==> src/hdl/q16a_pkg.sv <==
// Shared types and constants for the Q16.16 fixed-point ALU.
// No dependencies; every module of the block but the checker imports this package.
package q16a_pkg;

    localparam int DataW    = 32;
    localparam int FracW    = 16;
    localparam int NumW     = DataW + FracW;
    // One quotient bit per cell, one cell per dividend bit.
    localparam int DivSteps = NumW;

    localparam logic [1:0] KIND_MUL = 2'd0;
    localparam logic [1:0] KIND_DIV = 2'd1;
    localparam logic [1:0] KIND_MOD = 2'd2;

    localparam logic [DataW-1:0] SAT_POS = 32'h7FFF_FFFF;
    localparam logic [DataW-1:0] SAT_NEG = 32'h8000_0000;

    // One request in flight through the divider chain.
    typedef struct packed {
        logic             vld;
        logic [1:0]       kind;
        logic [DataW-1:0] a;
        logic [DataW-1:0] b;
        logic             neg;
        logic             zero;
        logic [NumW-1:0]  num;
        logic [DataW-1:0] rem;
        logic [DataW-1:0] dsr;
        logic [DataW-1:0] quot;
        logic [DataW-1:0] mul;
    } item_t;

endpackage

==> src/hdl/q16a_tail.sv <==
// Result stages: quotient sign and saturation, the modulo product and the
// output register. Depends on q16a_pkg.
module q16a_tail
    import q16a_pkg::*;
(
    input  logic             clk,
    input  logic             rst_n,
    input  logic             en,
    input  item_t            in_item,
    output logic             out_vld,
    output logic [DataW-1:0] result_value,
    output logic             divide_by_zero
);

    logic               s1_vld_reg;
    logic [1:0]         s1_kind_reg;
    logic [DataW-1:0]   s1_a_reg;
    logic [DataW-1:0]   s1_b_reg;
    logic [DataW-1:0]   s1_mul_reg;
    logic [DataW-1:0]   s1_q_reg;
    logic               s1_zero_reg;
    logic [DataW-1:0]   q_next;

    logic               s2_vld_reg;
    logic [1:0]         s2_kind_reg;
    logic [DataW-1:0]   s2_a_reg;
    logic [DataW-1:0]   s2_mul_reg;
    logic [DataW-1:0]   s2_q_reg;
    logic [DataW-1:0]   s2_prod_reg;
    logic               s2_zero_reg;
    logic [DataW-1:0]   prod_next;

    logic               out_vld_reg;
    logic [DataW-1:0]   res_reg;
    logic [DataW-1:0]   res_next;
    logic               dbz_reg;

    // Signed quotient, saturated by the sign of a on a zero divisor.
    always_comb
    begin
        if (in_item.zero)
        begin
            q_next = in_item.a[DataW-1] ? SAT_NEG : SAT_POS;
        end
        else
        begin
            q_next = in_item.neg ? (~in_item.quot + 1'b1) : in_item.quot;
        end
    end

    // Integer part of the quotient times b gives the modulo product; only
    // the low word is needed.
    always_comb
    begin
        prod_next = DataW'($signed(s1_q_reg[DataW-1:FracW])) * $signed(s1_b_reg);
    end

    // Pick the result by operation.
    always_comb
    begin
        case (s2_kind_reg)
            KIND_MUL: res_next = s2_mul_reg;
            KIND_DIV: res_next = s2_q_reg;
            KIND_MOD: res_next = s2_a_reg - s2_prod_reg;
            default:  res_next = '0;
        endcase
    end

    // Control bits of the three stages.
    always_ff @(posedge clk or negedge rst_n)
    begin
        if (!rst_n)
        begin
            s1_vld_reg  <= 1'b0;
            s2_vld_reg  <= 1'b0;
            out_vld_reg <= 1'b0;
        end
        else if (en)
        begin
            s1_vld_reg  <= in_item.vld;
            s2_vld_reg  <= s1_vld_reg;
            out_vld_reg <= s2_vld_reg;
        end
    end

    // Payload of the three stages.
    always_ff @(posedge clk)
    begin
        if (en)
        begin
            s1_kind_reg <= in_item.kind;
            s1_a_reg    <= in_item.a;
            s1_b_reg    <= in_item.b;
            s1_mul_reg  <= in_item.mul;
            s1_q_reg    <= q_next;
            s1_zero_reg <= in_item.zero;
            s2_kind_reg <= s1_kind_reg;
            s2_a_reg    <= s1_a_reg;
            s2_mul_reg  <= s1_mul_reg;
            s2_q_reg    <= s1_q_reg;
            s2_prod_reg <= prod_next;
            s2_zero_reg <= s1_zero_reg;
            res_reg     <= res_next;
            dbz_reg     <= s2_zero_reg;
        end
    end

    assign out_vld        = out_vld_reg;
    assign result_value   = res_reg;
    assign divide_by_zero = dbz_reg;

endmodule

==> config.mk <==
export PLATFORM = sky130hd
export DESIGN_NAME = q16a_tail
export DESIGN_NICKNAME = d
export VERILOG_FILES = /design/src/hdl/q16a_pkg.sv /design/src/hdl/q16a_tail.sv
export SDC_FILE = /design/constraint.sdc
export NUM_CORES = 1
export LEC_CHECK = 0
export BUFFER_PORTS_ARGS = -buffer_cell sky130_fd_sc_hd__buf_2
export CAP_MARGIN = 10
export CORE_ASPECT_RATIO = 1.1
export CORE_MARGIN = 8
export CORE_UTILIZATION = 50
export CTS_BUF_LIST = sky130_fd_sc_hd__clkbuf_8
export DETAILED_ROUTE_END_ITERATION = 10
export PLACE_DENSITY = 0.69
export SLEW_MARGIN = 40
export SYNTH_ARGS = -nofsm -noshare
export SYNTH_HDL_FRONTEND = slang
export SYNTH_SLANG_ARGS = --single-unit
==> constraint.sdc <==
create_clock -name clk -period 8.74 [get_ports clk]
set_input_delay 0.437 -clock clk [delete_from_list [all_inputs] [get_ports clk]]
set_output_delay 0.437 -clock clk [all_outputs]
set_load 0.03 [all_outputs]
-- Word-level counts from Yosys, hierarchy flattened
Index checks and enable logic that the tools add are counted.
- output and inout bits: 34
- bits in registers: 298
- word-level logic and storage cells: 28
- bits of input ports: 248
- multiply operators: 1
- bitwise operators: 1
- multiplexer cells: 4
- reduce and logical (&&, ||, !) cells: 1
- equal/unequal tests: 2
- $add $sub $neg: 2
- operators by type and width (operator ; number):
    2-to-1 mux 32 bit ; 3
    one-hot mux 32 bit (3 select lines) ; 1
    adder 32 x 1 -> 32 bit, second input constant ; 1
    multiplier 16 x 32 -> 32 bit ; 1
    NOT 32 bit ; 1
    subtractor 32 bit ; 1
    == test 2 x 1 -> 1 bit, second input constant ; 1
    == test 2 bit, second input constant ; 1
    zero test 2 bit ; 1

-- Longest topological paths before layout
- word-level depth: 4
- depth in mapped cells: 24
- gate-level depth less buffers: 23

-- Least setup slack after synthesis
No wires, ideal clock.
- path type: register to register
- start point: register s1_q_reg[19]
- end point: register s2_prod_reg[31] (data pin)
- path buffers: 2
- arrival: 6143 ps
- path slack: 2335 ps
- period minus slack after synthesis: 6405 ps
- required time: 8479 ps
- cell stages (with the launch flop): 23
- path through: edfxtp_1 clkbuf_1 clkbuf_1 nand2_1 fa_1 fa_1 fa_1 fa_1 inv_1 fa_1 inv_1 fa_1 inv_1 ha_1 a21oi_1 nor2b_1 a2111oi_0 a21oi_1 a2111o_1 a22oi_1 a211o_1 o21ai_0 xnor2_1
- longest elaborated chain between the ends: 1
- ends and longest elaborated chain (what ; line ; source):
    from (decl) ; q16a_tail.sv:20 ; logic [DataW-1:0] s1_q_reg;
    from (signal assigned) ; q16a_tail.sv:95 ; s1_q_reg <= q_next;
    multiplier 16 x 32 -> 32 bit ; q16a_tail.sv:55 ; prod_next = DataW'($signed(s1_q_reg[DataW-1:FracW])) * $signed(s1_b_reg);
    net prod_next[31] ; q16a_tail.sv:31 ; logic [DataW-1:0] prod_next;
    to (signal assigned) ; q16a_tail.sv:101 ; s2_prod_reg <= prod_next;
    to (decl) ; q16a_tail.sv:29 ; logic [DataW-1:0] s2_prod_reg;
The timed path passes the listed nets, and every way through them passes these cells.
A chain may end at the register's enable or synchronous reset.

-- Worst setup path in the final report
- start point: register s1_q_reg[22]
- end point: register s2_prod_reg[31] (data pin)
The elaborated chain is that of the path after synthesis.

==> qor.csv <==
metric,value,unit
Yosys reg bits,298,
min cycle time layout,7328,ps
CP Class,reg2reg,
Post-synth EDFFs,295,
total CTS buffers,53,
final hold vios,0,
final WL,59380,um
Slew @ Worst Pin,903.3,ps
Root Driver,clkbuf_8,
die area,55420,um2
DP HPWL,43690,um
largest net degree at the start of global routing,106,
"commonest non-fill, non-tap cells in the layout","inv_1, fa_1, edfxtp_1, nand2_1, buf_2",
Final nets,3129,
period utilization,0.8384,
HP Class,in2reg,
CTS tree,yes,
required time of the critical path,9110,ps
Final Skew,34.22,ps
syn avg cell area,11.01,um2
GRT overflow,0,
filler cell count,3988,
Final Instance Area,27590,um2
core area,47720,um2
DR WL/cell,18.90,um
ys async rst share,0.01007,
post-synth net total,2864,
Setup crit end kind,flop,
number of max-cap violations,0,
Setup Viol. Count Final,0,
Max-slew headroom,0.3978,
DR vias/cell,5.241,
GRT Resource Usage Total,0.2186,
share of layout cells above drive strength 1,0.1127,
H-tree depth,2,
Starting Density,0.5044,
Syn Inst Count,2187,
drt first-iter violations,1161,
initial antenna violation count,2,
Hold Slack,61.55,ps
register area,8934,um2
"commonest non-fill, non-tap cell in the layout",inv_1,
setup_tns,0,ps
die height,246.1,um
drt first pass iters,6,
synth top area cells,"edfxtp_1, fa_1, inv_1",
clock buffer depth,3,
top-area cell type share of the netlist area,0.3681,
status,"finished, final reports clean",
"Area growth, synth to finish",14.64,%
Post-route DRC,0,
RePlAce Congestion,0.8911,
synth unique cells,66,
YS warnings,0,
DR vias,16466,
clock-pin slew on the worst setup and hold paths,60,ps
Die Wd,225.2,um
post-route antenna net violation count,0,
ys flop type,edfxtp_1,
Worst-Skew Late Latency,640,ps
fin. max-slew vios,0,
largest area contributor in the netlist,edfxtp_1,
vias in the first global route,17854,
footprint of the multi-input gates,13220,um2
"Max FO, Critical Path",17,
Startpoint Class,flop,
fmax,136.5,MHz
site row count,84,
I/O pins,282,
Clock Sinks,298,
DP Area,25600,um2
first-pass GRT wire length,94590,um
Worst EP arrival,7700,ps
Port Buffer Count,169,
mapped cell area,24070,um2
post-synthesis sequential area ratio,0.3712,
RSZ-0062 raised after global routing,no,
## logic make-up after synthesis
family	Yosys count	synth area share
buf+inv	512	0.07985
simple gates	562	0.1135
mux	30	0.01268
fa+ha+maj	429	0.3182
flops	298	0.3712
compound gates	243	0.06353
xor+xnor	113	0.04112
## area by class of cell
type	instances	area share
multi-input combinational	1377	0.4790
sequential	298	0.3238
timing repair buffer	289	0.07282
inverter	433	0.05890
tap	645	0.02925
clock buffer	55	0.02743
clock inverter	42	0.008570
antenna	3	0.0002721
## synth_stat cells, drive strengths merged (5+ instances only)
master and n:
o21a 6, a21o 23, nor2 45, mux2i 26, nor3 18, clkbuf 77
a211oi 7, inv 433, a22oi 6, xor2 40, edfxtp 295, fa 305
o21ai 67, ha 124, or4 6, xnor2 73, or3 6, nand3 9
a21oi 73, o31ai 14, nand2 279, a31oi 5, o21bai 7, and2 156
nor2b 9, nand2b 15
## worst paths after layout
kind                                          from                        end  slack, ps  depth (start not counted)
max                         s1_q_reg[22]$_DFFE_PP_  s2_prod_reg[31]$_DFFE_PP_       1410                         22
min                                    in_item[27]   s1_mul_reg[27]$_DFFE_PP_         60                          1
max reg2reg                 s1_q_reg[22]$_DFFE_PP_  s2_prod_reg[31]$_DFFE_PP_       1410                         22
min reg2reg                s1_mul_reg[2]$_DFFE_PP_    s2_mul_reg[2]$_DFFE_PP_        410                          0
max in group asynchronous                    rst_n        out_vld$_DFFE_PN0P_       8490                          2
min in group asynchronous                    rst_n     s2_vld_reg$_DFFE_PN0P_        150                          2
## metal layers
metal / vias up / global-route usage / part of all wire
met5: - / 0 / 0
met1: 8279 / 0.2637 / 0.40
met2: 543 / 0.3862 / 0.50
met4: 0 / 0.09065 / 0.042
li1: 7496 / - / -
met3: 148 / 0.03533 / 0.055
## per-stage QoR
step / std cells / setup WS [ps] / utilization
6_report: 3142 / 1412 / 0.5783
5_1_grt: 3141 / 1119 / 0.5782
4_1_cts: 3138 / 1247 / 0.5779
3_5_place_dp: 2943 / 1239 / 0.5365
3_3_place_gp: 2943 / 1416 / 0.5364
2_1_floorplan: 2187 / 2335 / -
## repair_timing
item,in CTS,in global routing
resized for setup,0,0
endpoints found under the hold margin,100,0
hold buffers,98,0
setup buffers,0,0
## worst max-delay path, cell delays in order (launching register included)
cell       delay (ps)
edfxtp_1          620
buf_6             270
and2_1            160
fa_1              470
inv_1              50
fa_1              450
fa_1              500
fa_1              550
inv_1              50
fa_1              470
inv_1              50
fa_1              470
inv_1              40
ha_1              330
a21oi_1           140
nor2b_1            90
a2111oi_0         560
a21oi_1           280
a2111o_1          530
a22oi_1           230
a211o_1           190
o21ai_0           290
xnor2_1           240
Power is not shown: default switching activity piles up to over one toggle a cycle in this logic, so the estimate is an artifact.
