==> config.mk <==
export PLATFORM = sky130hd
export DESIGN_NAME = q16a_front
export DESIGN_NICKNAME = d
export VERILOG_FILES = /design/src/hdl/q16a_pkg.sv /design/src/hdl/q16a_front.sv
export SDC_FILE = /design/constraint.sdc
export NUM_CORES = 2
export LEC_CHECK = 0
export BUFFER_PORTS_ARGS = -buffer_cell sky130_fd_sc_hd__buf_2
export CORE_MARGIN = 2
export CORE_UTILIZATION = 68
export DETAILED_ROUTE_END_ITERATION = 6
export PLACE_DENSITY = 0.95
export RECOVER_POWER = 25
export SYNTH_ARGS = -nofsm -noshare
export SYNTH_HDL_FRONTEND = slang
export SYNTH_SLANG_ARGS = --single-unit
export TNS_END_PERCENT = 50
==> constraint.sdc <==
create_clock -name clk -period 1.6 [get_ports clk]
set_clock_uncertainty 0.1 [all_clocks]
set_input_delay 0.16 -clock clk [delete_from_list [all_inputs] [get_ports clk]]
set_output_delay 0.16 -clock clk [all_outputs]
set_load 0.005 [all_outputs]
==> src/hdl/q16a_pkg.sv <==
// Shared types and constants for the Q16.16 fixed-point ALU.
// No dependencies; every module of the block but the checker imports this package.
package q16a_pkg;

    localparam int DataW    = 32;
    localparam int FracW    = 16;
    localparam int NumW     = DataW + FracW;
    // One quotient bit per cell, one cell per dividend bit.
    localparam int DivSteps = NumW;

    localparam logic [1:0] KIND_MUL = 2'd0;
    localparam logic [1:0] KIND_DIV = 2'd1;
    localparam logic [1:0] KIND_MOD = 2'd2;

    localparam logic [DataW-1:0] SAT_POS = 32'h7FFF_FFFF;
    localparam logic [DataW-1:0] SAT_NEG = 32'h8000_0000;

    // One request in flight through the divider chain.
    typedef struct packed {
        logic             vld;
        logic [1:0]       kind;
        logic [DataW-1:0] a;
        logic [DataW-1:0] b;
        logic             neg;
        logic             zero;
        logic [NumW-1:0]  num;
        logic [DataW-1:0] rem;
        logic [DataW-1:0] dsr;
        logic [DataW-1:0] quot;
        logic [DataW-1:0] mul;
    } item_t;

endpackage

==> src/hdl/q16a_front.sv <==
// Entry stage: registers a request, forms the multiply result and the
// divider magnitudes. Depends on q16a_pkg.
module q16a_front
    import q16a_pkg::*;
(
    input  logic             clk,
    input  logic             rst_n,
    input  logic             en,
    input  logic             in_vld,
    input  logic [1:0]       kind,
    input  logic [DataW-1:0] operand_a,
    input  logic [DataW-1:0] operand_b,
    output item_t            item
);

    item_t            item_reg;
    item_t            item_next;
    logic [2*DataW-1:0] prod;
    logic [DataW-1:0] a_mag;
    logic [DataW-1:0] b_mag;

    // Full signed product and operand magnitudes.
    always_comb
    begin
        prod  = (2*DataW)'($signed(operand_a)) * (2*DataW)'($signed(operand_b));
        a_mag = operand_a[DataW-1] ? (~operand_a + 1'b1) : operand_a;
        b_mag = operand_b[DataW-1] ? (~operand_b + 1'b1) : operand_b;
        item_next      = '0;
        item_next.vld  = in_vld;
        item_next.kind = kind;
        item_next.a    = operand_a;
        item_next.b    = operand_b;
        item_next.neg  = operand_a[DataW-1] ^ operand_b[DataW-1];
        item_next.zero = (operand_b == '0) && (kind == KIND_DIV || kind == KIND_MOD);
        item_next.num  = {a_mag, {FracW{1'b0}}};
        item_next.rem  = '0;
        item_next.dsr  = b_mag;
        item_next.quot = '0;
        item_next.mul  = prod[DataW+FracW-1:FracW];
    end

    // Stage register; only the valid bit is reset.
    always_ff @(posedge clk or negedge rst_n)
    begin
        if (!rst_n)
        begin
            item_reg.vld <= 1'b0;
        end
        else if (en)
        begin
            item_reg <= item_next;
        end
    end

    assign item = item_reg;

endmodule

==> results of run 1 <==
through the flow:
stage,setup slack [ps],util (%),cells
floorplan,-5140,-,3643
global placement,-5870,77.8,4675
detailed placement,-6320,77.8,4675
CTS,-5130,83.1,4788
per-layer routing:
metal | overflow | global-route usage, %
met5 | 12 | 65.8
met4 | 165 | 81.5
met3 | 44 | 78.7
met2 | 307 | 93.8
met1 | 51 | 81.1
synth_stat cells, types with 9 or more instances:
cell        n
a21o_1     11
a21oi_1    26
and2_1    415
buf_4      82
clkbuf_1  204
edfxtp_1  162
fa_1      838
ha_1      165
inv_1     807
nand2_1   510
nand2b_1   13
nor2_1     32
o21ai_0    40
o31ai_1    12
o41ai_1     9
xnor2_1   113
xor2_1     14
kinds of logic after synthesis:
kind of cell | count (synthesis)
other | 1
DFF | 163
buffers and inverters | 1103
and+or+nand+nor | 1031
xor gates and xnor gates | 127
muxes | 1
adders and majority gates | 1003
AOI/OAI and AO/OA | 135
timing repair:
item	in CTS
setup buffers	55
endpoints found under the setup margin	79
hold endpoints to repair	28
pin swaps	111
gates resized for setup	361
hold buffers	28
==> results_dict.tcl, run 1 <==
set metrics [dict create \
    total_cts_buffers 17 \
    dieWidth_um 232 \
    last-stage-reached "global routing" \
    ys_types 56 \
    dominant_combinational_cell_family_by_area_after_synthesis "adder cells" \
    clock_path_buffers 2 \
    grt.total_usage_pct 83.9 \
    ctsRootBufferMaster "clkbuf_16" \
    postSynth.asyncResetShare_pct 0.613 \
    synth.area.mux_share_pct 0.0318 \
    die_height_um 232 \
    synth_area_leaders "fa_1 (47%), edfxtp_1 (14%), inv_1 (8.6%)" \
    ios 315 \
    synthesized_area_fraction_occupied_by_adder_cells_pct 53.3 \
    status "aborted with a tool error" \
    synth_edf_count 162 \
    grt_max_degree 54 \
    count_of_port_buffers_added_during_placement 234 \
    synth.largest_area_cell "fa_1" \
    netlist_area_um2 35400 \
    grt_first_pass_wirelength_um 318000 \
    postSynthAreaPerCell_um2 9.92 \
    gpl.final_weighted_congestion 0.988 \
    floorplan.initialDensity_pct 68.8 \
    htree_num_levels 4 \
    dp_hpwl_um 99900 \
    ys_ff_latch 163 \
    ys_warn_count 0 \
    synthXorXnorAreaFrac_pct 3.15 \
    globalRoute.totalOverflow 579 \
    syn_inst 3564 \
    synth_compound_gate_area_share_pct 2.62 \
    yosys.area_share.simple_pct 14.5 \
    std_cell_rows 83 \
    ys_seq_area_share_pct 13.8 \
    synthFlopType "edfxtp_1" \
    post-synth-top-area-fraction_pct 47.4 \
    tool.error "[ERROR GRT-0116] Global routing finished with congestion. Check the congestion regions in the DRC Viewer." \
    placedInstanceArea_um2 40000 \
    cts.sink_count 163 \
    number_of_global_route_vias_before_repair 43400 \
]
==> run 2, diff against run 1 <==
--- a/config.mk
+++ b/config.mk
@@ -7,9 +7,9 @@
 export LEC_CHECK = 0
 export BUFFER_PORTS_ARGS = -buffer_cell sky130_fd_sc_hd__buf_2
 export CORE_MARGIN = 2
-export CORE_UTILIZATION = 68
+export CORE_UTILIZATION = 40
 export DETAILED_ROUTE_END_ITERATION = 6
-export PLACE_DENSITY = 0.95
+export PLACE_DENSITY_LB_ADDON = 0.15
 export RECOVER_POWER = 25
 export SYNTH_ARGS = -nofsm -noshare
 export SYNTH_HDL_FRONTEND = slang
==> run 2 against run 1 <==
- synthesized area stayed put
- the flow now finishes, with violations (negative setup slack)
- synthesized cell count unchanged
==> results_dict.tcl, run 2 <==
set metrics [dict create \
    grt_antenna_before_repair 4 \
    htree_num_levels 4 \
    fraction_of_final_layout_cells_with_drive_strength_greater_than_1_pct 24.3 \
    unrepaired_setup_endpoints_after_global_routing "yes" \
    ys_seq_area_share_pct 13.8 \
    std_cell_rows 109 \
    final_common_cell "fa_1" \
    synth_area_leaders "fa_1 (47%), edfxtp_1 (14%), inv_1 (8.6%)" \
    nets 5209 \
    number_of_global_route_vias_before_repair 27800 \
    drc 0 \
    ys_top_cells_by_count "fa_1 (838), inv_1 (807), nand2_1 (510)" \
    postSynth.asyncResetShare_pct 0.613 \
    post_drt_wl_per_cell_um 20.1 \
    synthFlopType "edfxtp_1" \
    vias 25200 \
    critical_path.endpoint_type "flip-flop" \
    dieArea_um2 90800 \
    setup_ws_ps -5040 \
    cts.sink_count 163 \
    gpl.final_weighted_congestion 0.841 \
    grt_first_pass_wirelength_um 168000 \
    drt-vias-per-instance 4.74 \
    report.final.setup_viol 144 \
    report.final.hold_viol_count 0 \
    clock_insertion_delay_at_the_later_pin_of_the_skew_report_ps 520 \
    startpoint_type "primary input" \
    clk_pin_slew_worst_paths_ps 80 \
    critical_path_fanout_max 7 \
    hold_class "in -> reg" \
    most-common-layout-cells "fa_1 (785), inv_1 (779), nand2_1 (495)" \
    drt_pass1_iterations 5 \
    synth_edf_count 162 \
    post-synth-top-area-fraction_pct 47.4 \
    ctsRootBufferMaster "clkbuf_16" \
    postSynthAreaPerCell_um2 9.92 \
    post-place-cells 5209 \
    max_cap_viol_count 0 \
    synth.largest_area_cell "fa_1" \
    slew_violations 0 \
    initialDrtViolationCount 1116 \
    netlist_area_um2 35400 \
    ys_types 56 \
    dieWidth_um 301 \
    clock_path_buffers 2 \
    fmax_ghz 0.151 \
    drt_wl_total_um 107000 \
    grt.total_usage_pct 24.9 \
    total_cts_buffers 17 \
    globalRoute.totalOverflow 0 \
    max_slew_margin_pct 30.2 \
    worst_setup_path_class "in -> reg" \
    fin_area_um2 44100 \
    ys_warn_count 0 \
    timing.final.crit_period_ps 6640 \
    floorplan.initialDensity_pct 40.2 \
    ios 315 \
    cts_tree "built" \
    stdcell_count 5315 \
    grt_max_degree 34 \
    worst_max_slew_pin_slew_ps 1050 \
    worst_path_arrival_time_ps 6800 \
    postRouteAntennaNets 0 \
    worstPathRequired_ps 1760 \
    fp.coreArea_um2 88000 \
    ys_ff_latch 163 \
    dp_hpwl_um 89000 \
    die_height_um 301 \
    area_growth_pct 24.7 \
    syn_inst 3564 \
    count_of_port_buffers_added_during_placement 234 \
    synthMostInstantiatedCell "fa_1" \
    placedInstanceArea_um2 41100 \
    status "complete, but fails checks" \
    violated_checks "negative setup slack" \
    min_period_over_period_pct 415 \
    largest_register_ffs 163 \
]
## run 2: cell counts after synthesis
No cell type changed its count.
## run 2: cells by family after synthesis
group,Yosys count,share of synthesized area (%)
muxes,1,0.0318
buffers and inverters,1103,12.6
xor gates and xnor gates,127,3.15
other,1,0.0106
and+or+nand+nor,1031,14.5
DFF,163,13.8
adders and majority gates,1003,53.3
AOI/OAI and AO/OA,135,2.62
## run 2: area by class of cell
cell class                      count  area (um2)
Tap cell                         1165        1460
Sequential cell                   163        4890
Clock inverter                     15         159
Fill cell                        8274       43900
Multi-Input combinational cell   2377       27600
Inverter                          807        3040
Antenna cell                        1        2.50
Timing Repair Buffer              770        6570
Clock buffer                       17         425
## run 2: worst max-delay path, stage by stage
cell	delay [ps]
buf_12	120
buf_12	140
buf_8	140
and2_4	150
fa_1	520
fa_2	440
fa_1	530
inv_2	40
fa_2	520
inv_2	30
fa_1	450
fa_1	510
fa_1	430
fa_1	530
ha_4	310
nand3_4	70
nor4_2	250
o211ai_1	290
o21ai_4	240
buf_12	150
buf_6	100
o211ai_1	110
a21boi_2	180
o21a_1	160
nor2_1	60
xnor2_1	130
## run 2: per-stage QoR
stage	hold WS [ps]	setup slack (ps)	TNS, ps	utilization, %
after global routing	4.02	-5150	-203110	50.1
after detailed placement	-155	-6220	-255240	46.7
after global placement	-158	-6120	-253310	46.7
after floorplan	-236	-5140	-221460	-
final	23.2	-5040	-194520	50.1
after CTS	10.2	-5010	-178350	49.4
## run 2: worst paths after layout
path                                  startpoint                    end  slack, ps  cells past startpoint
max                                operand_a[15]     item[15]$_DFFE_PP_      -5040                     26
min                                operand_a[31]    item[241]$_DFFE_PP_         20                      2
max reg2reg                item[244]$_DFFE_PN0P_  item[244]$_DFFE_PN0P_        210                      2
min reg2reg                item[244]$_DFFE_PN0P_  item[244]$_DFFE_PN0P_        950                      2
max in group asynchronous                  rst_n  item[244]$_DFFE_PN0P_        930                      3
min in group asynchronous                  rst_n  item[244]$_DFFE_PN0P_        370                      3
## run 2: repair_timing
| action | 4_1_cts | 5_1_grt |
|---|---|---|
| endpoints found under the setup margin | 77 | 76 |
| hold buffers | 26 | 2 |
| pin swaps | 110 | 93 |
| endpoints found under the hold margin | 27 | 2 |
| buffers inserted | 28 | 20 |
| cloned | 8 | 1 |
| gates resized for setup | 280 | 143 |
## run 2: layer usage
| layer | part of all wire [%] | vias to the layer above | GRT usage [%] |
|---|---|---|---|
| met5 | 0.0093 | - | 0 |
| met4 | 2.5 | 2 | 6.18 |
| met3 | 4.0 | 94 | 3.45 |
| met2 | 50 | 517 | 42.7 |
| met1 | 43 | 13200 | 33.4 |
| li1 | - | 11300 | - |
Power of run 2 is left out: the tool's default activity adds up to more than one toggle a clock period on the data nets, which glitch-free logic cannot reach.
