--- src/hdl/q16a_pkg.sv ---
// Shared types and constants for the Q16.16 fixed-point ALU.
// No dependencies; every module of the block but the checker imports this package.
package q16a_pkg;

    localparam int DataW    = 32;
    localparam int FracW    = 16;
    localparam int NumW     = DataW + FracW;
    // One quotient bit per cell, one cell per dividend bit.
    localparam int DivSteps = NumW;

    localparam logic [1:0] KIND_MUL = 2'd0;
    localparam logic [1:0] KIND_DIV = 2'd1;
    localparam logic [1:0] KIND_MOD = 2'd2;

    localparam logic [DataW-1:0] SAT_POS = 32'h7FFF_FFFF;
    localparam logic [DataW-1:0] SAT_NEG = 32'h8000_0000;

    // One request in flight through the divider chain.
    typedef struct packed {
        logic             vld;
        logic [1:0]       kind;
        logic [DataW-1:0] a;
        logic [DataW-1:0] b;
        logic             neg;
        logic             zero;
        logic [NumW-1:0]  num;
        logic [DataW-1:0] rem;
        logic [DataW-1:0] dsr;
        logic [DataW-1:0] quot;
        logic [DataW-1:0] mul;
    } item_t;

endpackage

--- src/hdl/q16a_cell.sv ---
// One restoring-division cell: brings in one dividend bit and yields one
// quotient bit, then hands the request to the next cell. Depends on q16a_pkg.
module q16a_cell
    import q16a_pkg::*;
(
    input  logic  clk,
    input  logic  rst_n,
    input  logic  en,
    input  item_t in_item,
    output item_t out_item
);

    item_t          item_reg;
    item_t          item_next;
    logic [DataW:0] trial;
    logic [DataW:0] diff;
    logic           ge;

    // Trial subtraction of the divisor from the shifted remainder.
    always_comb
    begin
        trial = {in_item.rem, in_item.num[NumW-1]};
        diff  = trial - {1'b0, in_item.dsr};
        ge    = (trial >= {1'b0, in_item.dsr});
        item_next      = in_item;
        item_next.rem  = ge ? diff[DataW-1:0] : trial[DataW-1:0];
        item_next.num  = {in_item.num[NumW-2:0], 1'b0};
        item_next.quot = {in_item.quot[DataW-2:0], ge};
    end

    always_ff @(posedge clk or negedge rst_n)
    begin
        if (!rst_n)
        begin
            item_reg.vld <= 1'b0;
        end
        else if (en)
        begin
            item_reg <= item_next;
        end
    end

    assign out_item = item_reg;

endmodule

--- config.mk ---
export PLATFORM = sky130hd
export DESIGN_NAME = q16a_cell
export DESIGN_NICKNAME = d
export VERILOG_FILES = /design/src/hdl/q16a_pkg.sv /design/src/hdl/q16a_cell.sv
export SDC_FILE = /design/constraint.sdc
export NUM_CORES = 1
export LEC_CHECK = 0
export ABC_CLOCK_PERIOD_IN_PS = 1670
export BUFFER_PORTS_ARGS = -buffer_cell sky130_fd_sc_hd__buf_2
export CAP_MARGIN = 20
export CORE_AREA = 2 2 190 192
export CTS_BUF_LIST = sky130_fd_sc_hd__clkbuf_8
export DETAILED_ROUTE_END_ITERATION = 7
export DIE_AREA = 0 0 192 194
export SETUP_SLACK_MARGIN = 0.4
export SYNTH_ARGS = -nofsm -noshare
export SYNTH_HDL_FRONTEND = slang
export SYNTH_SLANG_ARGS = --single-unit
export TNS_END_PERCENT = 10
--- constraint.sdc ---
create_clock -name clk -period 1.67 [get_ports clk]
set_input_delay 0.2505 -clock clk [delete_from_list [all_inputs] [get_ports clk]]
set_output_delay 0.2505 -clock clk [all_outputs]
set_load 0.03 [all_outputs]
[Word-level counts from Yosys, hierarchy flattened]
Cells that the tools add are included.
Storage, ports and cells
  input bits: 248
  word-level logic and storage cells: 15
  output and inout bits: 245
  register bits after elaboration: 244
Operators by class
  multiplexer cells: 1
  add/sub/neg operators: 1
  reduce and logical (&&, ||, !) cells: 1
  order comparisons: 1
Operators with widths (number)
  33-bit by 32-bit >= comparator with 1-bit output: 1
  32-bit 2-to-1 mux: 1
  32-bit subtractor: 1
  2-bit AND reduction: 1

[Depth between registers and ports, before layout]
Gate-level depths: netlist of the first run.
  depth after elaboration: 2
  gate-level depth with buffers: 13
  mapped depth without buffers: 12

[Worst setup path after synthesis of the first run]
No wires, ideal clock.
  kind: input to register
  start point: input en
  end point: register item_reg, in the netlist out_item[0], enable pin
  data arrival time: 5747 ps
  path buffers: 0
  setup slack: -4710 ps
  required time: 1037 ps
  library setup time: 633 ps
  cell stages on the path: 1
  path through: and2_1
On the way
  longest elaborated chain between the ends: 1
Ends and longest elaborated chain
  start, declared: RTL line q16a_cell.sv:8  | input logic en,
  2-bit AND reduction (no source line)
  end signal, assigned: RTL line q16a_cell.sv:39  | item_reg <= item_next;
  end, declared: RTL line q16a_cell.sv:13  | item_t item_reg;
No other way between the ends.
A chain may end at the register's enable or synchronous reset.

==> impl_metrics.env, run 1 <==
export IMPL_p_sw_w=0.005065
export IMPL_p_seq_share_pct=43.4
export IMPL_grt_busiest_layer="met2"
export IMPL_numCtsBuffers=44
export IMPL_timing_final_ws_setup_ns=-0.7981
export IMPL_ys_seq_area_share_pct=76.59
export IMPL_p_int_w=0.01227
export IMPL_violations="negative setup slack"
export IMPL_first_pass_iters=5
export IMPL_cts_tree="yes"
export IMPL_cts_root_buffer_cell="clkbuf_8"
export IMPL_final_nets=1751
export IMPL_antenna_left=0
export IMPL_drive_above_1_share_pct=48.77
export IMPL_h_tree_depth=2
export IMPL_syn_area_per_cell_um2=16.12
export IMPL_finalMaxSlewViolations=0
export IMPL_place_port_buffers=490
export IMPL_clockPowerShare_pct=31.3
export IMPL_drc=0
export IMPL_cts_num_sinks=244
export IMPL_met3_usage_pct=5.864
export IMPL_wl_per_cell_um=20.59
export IMPL_use_met1_pct=23.11
export IMPL_final_area_um2=18720
export IMPL_fin_crit_sh_pct=147.8
export IMPL_yosys_warnings=0
export IMPL_dieWidth_um=192
export IMPL_max_freq_ghz=0.4052
export IMPL_grtUsageMet2_pct=36.30
export IMPL_power_leakage_nw=8.032
export IMPL_antenna_found_initial=4
export IMPL_rows=69
export IMPL_fin_util_pct=53.14
export IMPL_cts_clk_slew_worst_paths_ns=0.06
export IMPL_powerDensity_nw_per_um2=926.1
export IMPL_synth_top_cell_area_share_pct=76.33
export IMPL_switching_share_pct=29.22
export IMPL_layout_min_cycle_time_ns=2.468
export IMPL_holdPathStages=3
export IMPL_start_util_pct=27.14
export IMPL_end_kind="flip-flop"
export IMPL_syn2layout_area_growth_pct=95.80
export IMPL_holdWs_ns=0.02615
export IMPL_hpwl_um=26540
export IMPL_final_hold_viol_count=0
export IMPL_yosys_area_top_type="edfxtp_1"
export IMPL_synth_area_leaders="edfxtp_1 76%, ha_1 4.2%, a21oi_1 2.9%"
export IMPL_fin_skew_ns=0
export IMPL_clock_latency_ns=0.56
export IMPL_die_h_um=194
export IMPL_grt_max_degree=40
export IMPL_p_comb_share_pct=25.4
export IMPL_status="finished, violations left"
export IMPL_grt_pass1_wl_um=58880
export IMPL_hp_class="in2reg"
export IMPL_synthArstFlopShare_pct=0.4098
export IMPL_grt_pass1_vias=9686
export IMPL_ys_seq_elements=244
export IMPL_largest_reg_flops=244
export IMPL_worstPathArrival_ns=2.78
export IMPL_ys_flop_type="edfxtp_1"
export IMPL_vias=8768
export IMPL_required_ns=1.98
export IMPL_clock_path_buffers=3
export IMPL_setup_viol=33
export IMPL_ir_drop_mv=0.6697
export IMPL_synth_distinct_cells=50
export IMPL_synthesis_area_um2=9560
export IMPL_ioPinCount=493
export IMPL_coreArea_um2=35220
export IMPL_via_per_inst=4.458
export IMPL_hold_buffers=231
export IMPL_netlist_instances=593
export IMPL_synth_nets=874
export IMPL_drv_cap=0
export IMPL_globalplace_congestion=0.9031
export IMPL_grt_ovfl_total=0
export IMPL_critPathKind="in2reg"
export IMPL_synth_edf_count=243
export IMPL_grt_usage_pct=21.19
export IMPL_die_area_um2=37250
export IMPL_wirelength_um=40500
export IMPL_dpl_cell_area_um2=13570
export IMPL_drtIter0Drc=382
export IMPL_rsz0062_at_grt="yes"
export IMPL_critPathLaunchType="input pin"
export IMPL_reg2regPathDepth=1
export IMPL_crit_fanout=2
## final cells by class
cell class | instances | area, µm²
multi-input combinational | 292 | 2292
antenna | 3 | 7.507
clock inverter | 34 | 197.7
clock buffer | 45 | 619.3
sequential | 244 | 7322
inverter | 38 | 157.7
fill | 2809 | 16500
tap | 461 | 576.8
timing repair buffer | 850 | 7546
## path summary, 6_finish.rpt
check / to / slack (ns) / startpoint
min: out_item[125]$_DFFE_PP_ / 0.03 / in_item[127]
max: out_item[119]$_DFFE_PP_ / -0.80 / in_item[70]
max reg2reg: out_item[244]$_DFFE_PN0P_ / 0.89 / out_item[244]$_DFFE_PN0P_
min reg2reg: out_item[244]$_DFFE_PN0P_ / 0.57 / out_item[244]$_DFFE_PN0P_
max in group asynchronous: out_item[244]$_DFFE_PN0P_ / 1.35 / rst_n
min in group asynchronous: out_item[244]$_DFFE_PN0P_ / 0.21 / rst_n
## kinds of logic after synthesis
logic type               after synthesis  share of synthesized area [%]
AO/OA/AOI/OAI                        119                          7.656
XOR/XNOR                              27                          2.474
adder cells (fa/ha/maj)               33                          4.397
buffers and inverters                 57                          2.513
flip-flops                           244                          76.59
multiplexers                          12                          1.400
other                                  1                        0.03922
AND/OR/NAND/NOR                      100                          4.934
## power groups by stage
stage / Sequential [W] / Clock (W) / Combinational [W]
floorplan: 0.00843 / 0 / 0.000910
finish: 0.00752 / 0.00542 / 0.00440
global placement: 0.00751 / 0 / 0.00317
CTS: 0.00750 / 0.00551 / 0.00431
global route: 0.00756 / 0.00584 / 0.00462
detailed placement: 0.00751 / 0 / 0.00320
## placed cells by master (no fill, tap or decap), types with 3 or more instances in the layout
| master | Yosys | routed |
|---|---|---|
| o21ai_0 | 16 | 13 |
| clkinv_2 | 0 | 8 |
| a21oi_1 | 56 | 50 |
| dlygate4sd3_1 | 0 | 230 |
| a21o_1 | 12 | 12 |
| nand2_1 | 26 | 25 |
| buf_12 | 0 | 7 |
| nor2_1 | 35 | 33 |
| buf_8 | 0 | 4 |
| buf_2 | 8 | 234 |
| nor2b_1 | 3 | 3 |
| inv_4 | 0 | 3 |
| nand3_1 | 8 | 8 |
| ha_4 | 0 | 9 |
| edfxtp_1 | 243 | 243 |
| diode_2 | 0 | 3 |
| clkbuf_8 | 0 | 45 |
| xor2_1 | 12 | 12 |
| o211ai_1 | 4 | 4 |
| nand4_1 | 8 | 8 |
| ha_1 | 32 | 23 |
| mux2_4 | 0 | 10 |
| clkinv_1 | 0 | 3 |
| inv_1 | 38 | 48 |
| o21a_1 | 6 | 6 |
| a31oi_1 | 5 | 3 |
| buf_6 | 0 | 259 |
| o21ai_1 | 1 | 3 |
| buf_16 | 0 | 4 |
| a211oi_1 | 3 | 3 |
| inv_2 | 0 | 5 |
| xnor2_1 | 15 | 15 |
| a21oi_2 | 0 | 4 |
| buf_4 | 4 | 111 |
## cells in the mapped netlist, types with 8 or more instances
| master | number |
|---|---|
| inv_1 | 38 |
| nand2_1 | 26 |
| nor2_1 | 35 |
| nand3_1 | 8 |
| nand4_1 | 8 |
| edfxtp_1 | 243 |
| a21oi_1 | 56 |
| o21ai_0 | 16 |
| a21o_1 | 12 |
| ha_1 | 32 |
| buf_2 | 8 |
| xor2_1 | 12 |
| xnor2_1 | 15 |
## worst max-delay path: stages
cell and delay, ns:
buf_6 0.08, inv_4 0.03, ha_4 0.25, nand4_1 0.17
or4_4 0.59, a21oi_4 0.15, nor3_4 0.06, a211oi_2 0.28
buf_4 0.16, buf_6 0.09, buf_4 0.10, buf_6 0.08
buf_6 0.07, nor2_2 0.03, xnor2_1 0.12, mux2_4 0.25
## routing by layer
metal	wire length, µm	vias to the layer above
li1	-	4005
met1	15050	4244
met2	20060	404
met3	2852	113
met4	2540	2
met5	7	-
## stage by stage
step | setup slack (ns) | setup TNS, ns | total power, W | instances
after CTS | -0.7120 | -20.70 | 0.01732 | 1962
after detailed placement | -1.608 | -44.57 | 0.01070 | 1640
after floorplan | -1.239 | -213.63 | 0.009342 | 593
final | -0.7981 | -23.70 | 0.01734 | 1967
after global routing | -0.8264 | -25.02 | 0.01802 | 1967
after global placement | -1.529 | -42.43 | 0.01068 | 1640
## timing repair
item / 4_1_cts / 5_1_grt
hold endpoints to repair: 230 / 1
cloned: 2 / 0
pin swaps: 21 / 12
setup endpoints to repair: 277 / 382
setup buffers: 10 / 2
resized for setup: 543 / 26
No activity file was read; power rests on OpenSTA's default activity.
==> run 2, diff against run 1 <==
CAP_MARGIN = not set   (was 20)
CTS_BUF_LIST = not set   (was sky130_fd_sc_hd__clkbuf_8)
==> run 2 against run 1 <==
Compared with the run above: the run still ends with negative setup slack left; cell area shrank 0.61%; clock power grew 10%; register-to-register slack about the same; critical endpoint unchanged.
==> impl_metrics.env, run 2 (same netlist as run 1, synthesis figures left out) <==
export IMPL_die_h_um=194
export IMPL_drc=0
export IMPL_cts_root_buffer_cell="clkbuf_16"
export IMPL_dpl_cell_area_um2=13570
export IMPL_fin_skew_ns=0
export IMPL_max_freq_ghz=0.4054
export IMPL_clock_path_buffers=3
export IMPL_cp_num_cells=13
export IMPL_r2r_end="out_item[244]$_DFFE_PN0P_"
export IMPL_die_area_um2=37250
export IMPL_worstPathArrival_ns=2.75
export IMPL_timing_final_ws_setup_ns=-0.7970
export IMPL_holdWs_ns=0.03753
export IMPL_vias=8596
export IMPL_numCtsBuffers=27
export IMPL_final_cell_mix="257 x buf_6, 243 x edfxtp_1, 234 x buf_2"
export IMPL_fin_total_pwr_w=0.01787
export IMPL_final_area_um2=18600
export IMPL_final_hold_viol_count=0
export IMPL_critPathLaunchType="input pin"
export IMPL_via_per_inst=4.482
export IMPL_rows=69
export IMPL_fin_crit_sh_pct=147.7
export IMPL_layout_min_cycle_time_ns=2.467
export IMPL_ioPinCount=493
export IMPL_grt_pass1_vias=9326
export IMPL_cts_clk_slew_worst_paths_ns=0.06
export IMPL_drive_above_1_share_pct=49.62
export IMPL_fin_util_pct=52.82
export IMPL_critPathKind="in2reg"
export IMPL_final_setup_tns_ns=-23.33
export IMPL_power_leakage_nw=7.886
export IMPL_crit_family="simple AND/OR/NAND/NOR gates"
export IMPL_place_port_buffers=490
export IMPL_end_kind="flip-flop"
export IMPL_hold_start="in_item[105]"
export IMPL_hpwl_um=26540
export IMPL_final_nets=1718
export IMPL_coreArea_um2=35220
export IMPL_cpPeakStageDelay_ns=0.56
export IMPL_violations="negative setup slack"
export IMPL_layout_commonest_cell="buf_6"
export IMPL_holdPathStages=2
export IMPL_drv_cap=0
export IMPL_required_ns=1.95
export IMPL_crit_chain="buf_8, inv_4, ha_4, nand4_1, or4_4, a21oi_2, nor3_2, a211oi_2, o21ai_2, o31ai_4, buf_6, buf_4, mux2_4"
export IMPL_clock_latency_ns=0.52
export IMPL_grt_pass1_wl_um=56930
export IMPL_largest_reg_flops=244
export IMPL_syn2layout_area_growth_pct=94.60
export IMPL_wl_per_cell_um=20.65
export IMPL_drtIter0Drc=465
export IMPL_grt_usage_pct=20.32
export IMPL_powerDensity_nw_per_um2=960.7
export IMPL_r2r_slack_ns=0.90
export IMPL_globalplace_congestion=0.9031
export IMPL_finalMaxSlewViolations=0
export IMPL_antenna_found_initial=4
export IMPL_cts_num_sinks=244
export IMPL_reg2regPathDepth=1
export IMPL_status="finished, violations left"
export IMPL_setup_viol=33
export IMPL_cts_tree="yes"
export IMPL_ir_drop_mv=0.8008
export IMPL_antenna_left=0
export IMPL_first_pass_iters=4
export IMPL_grt_max_degree=40
export IMPL_holdPathEnd="out_item[106]$_DFFE_PP_"
export IMPL_cp_slowest_cell="or4_4"
export IMPL_hp_class="in2reg"
export IMPL_h_tree_depth=1
export IMPL_wirelength_um=39610
export IMPL_dieWidth_um=192
export IMPL_rsz0062_at_grt="yes"
export IMPL_crit_fanout=6
export IMPL_rr_startpoint="out_item[244]$_DFFE_PN0P_"
export IMPL_grt_ovfl_total=0
export IMPL_critPathBufInv=4
export IMPL_start_util_pct=27.14
## run 2: cell count changes in the layout (fill, tap and decap cells not counted), moves of 7 or more
cell,before,now
clkbuf_16,0,28
inv_1,48,29
a21oi_2,4,11
clkbuf_8,45,0
dlygate4sd3_1,230,214
## run 2: area by class of cell
class                      count  area [µm²]
fill                        2843       16620
timing repair buffer         834        7358
sequential                   244        7322
multi-input combinational    292        2317
clock buffer                  29       683.2
tap                          461       576.8
clock inverter                16       181.4
inverter                      38       155.1
antenna                        4       10.01
## run 2: worst max-delay path by stage
stage | from | to | slack [ns]
global route | in_item[72] | out_item[103]$_DFFE_PP_ | -0.86
detailed placement | in_item[175] | out_item[126]$_DFFE_PP_ | -1.61
floorplan | in_item[71] | out_item[109]$_DFFE_PP_ | -1.24
CTS | in_item[71] | out_item[100]$_DFFE_PP_ | -0.78
global placement | in_item[175] | out_item[126]$_DFFE_PP_ | -1.53
finish | in_item[72] | out_item[119]$_DFFE_PP_ | -0.80
## run 2: power by group
group	switching, W	internal [W]
registers	0.000230	0.00729
clock network	0.00242	0.00354
logic	0.00224	0.00215
## run 2: routing by layer
metal | global-route usage (%) | part of all wire (%)
met5 | 0 | 0.033
met1 | 22.30 | 37
met2 | 36.41 | 51
met4 | 10.74 | 5.3
met3 | 4.398 | 7.2
## run 2: repair_timing
action / 4_1_cts / 5_1_grt
hold endpoints to repair: 212 / 0
gates cloned: 1 / 1
buffers inserted: 9 / 4
hold buffers: 214 / 0
setup endpoints to repair: 277 / 277
pin swaps: 21 / 10
gates resized for setup: 536 / 33
## run 2: through the flow
stage / cells / worst slack (ns)
detailed placement: 1640 / -1.608
floorplan: 593 / -1.239
finish: 1918 / -0.7970
CTS: 1909 / -0.7799
global placement: 1640 / -1.529
global route: 1917 / -0.8600
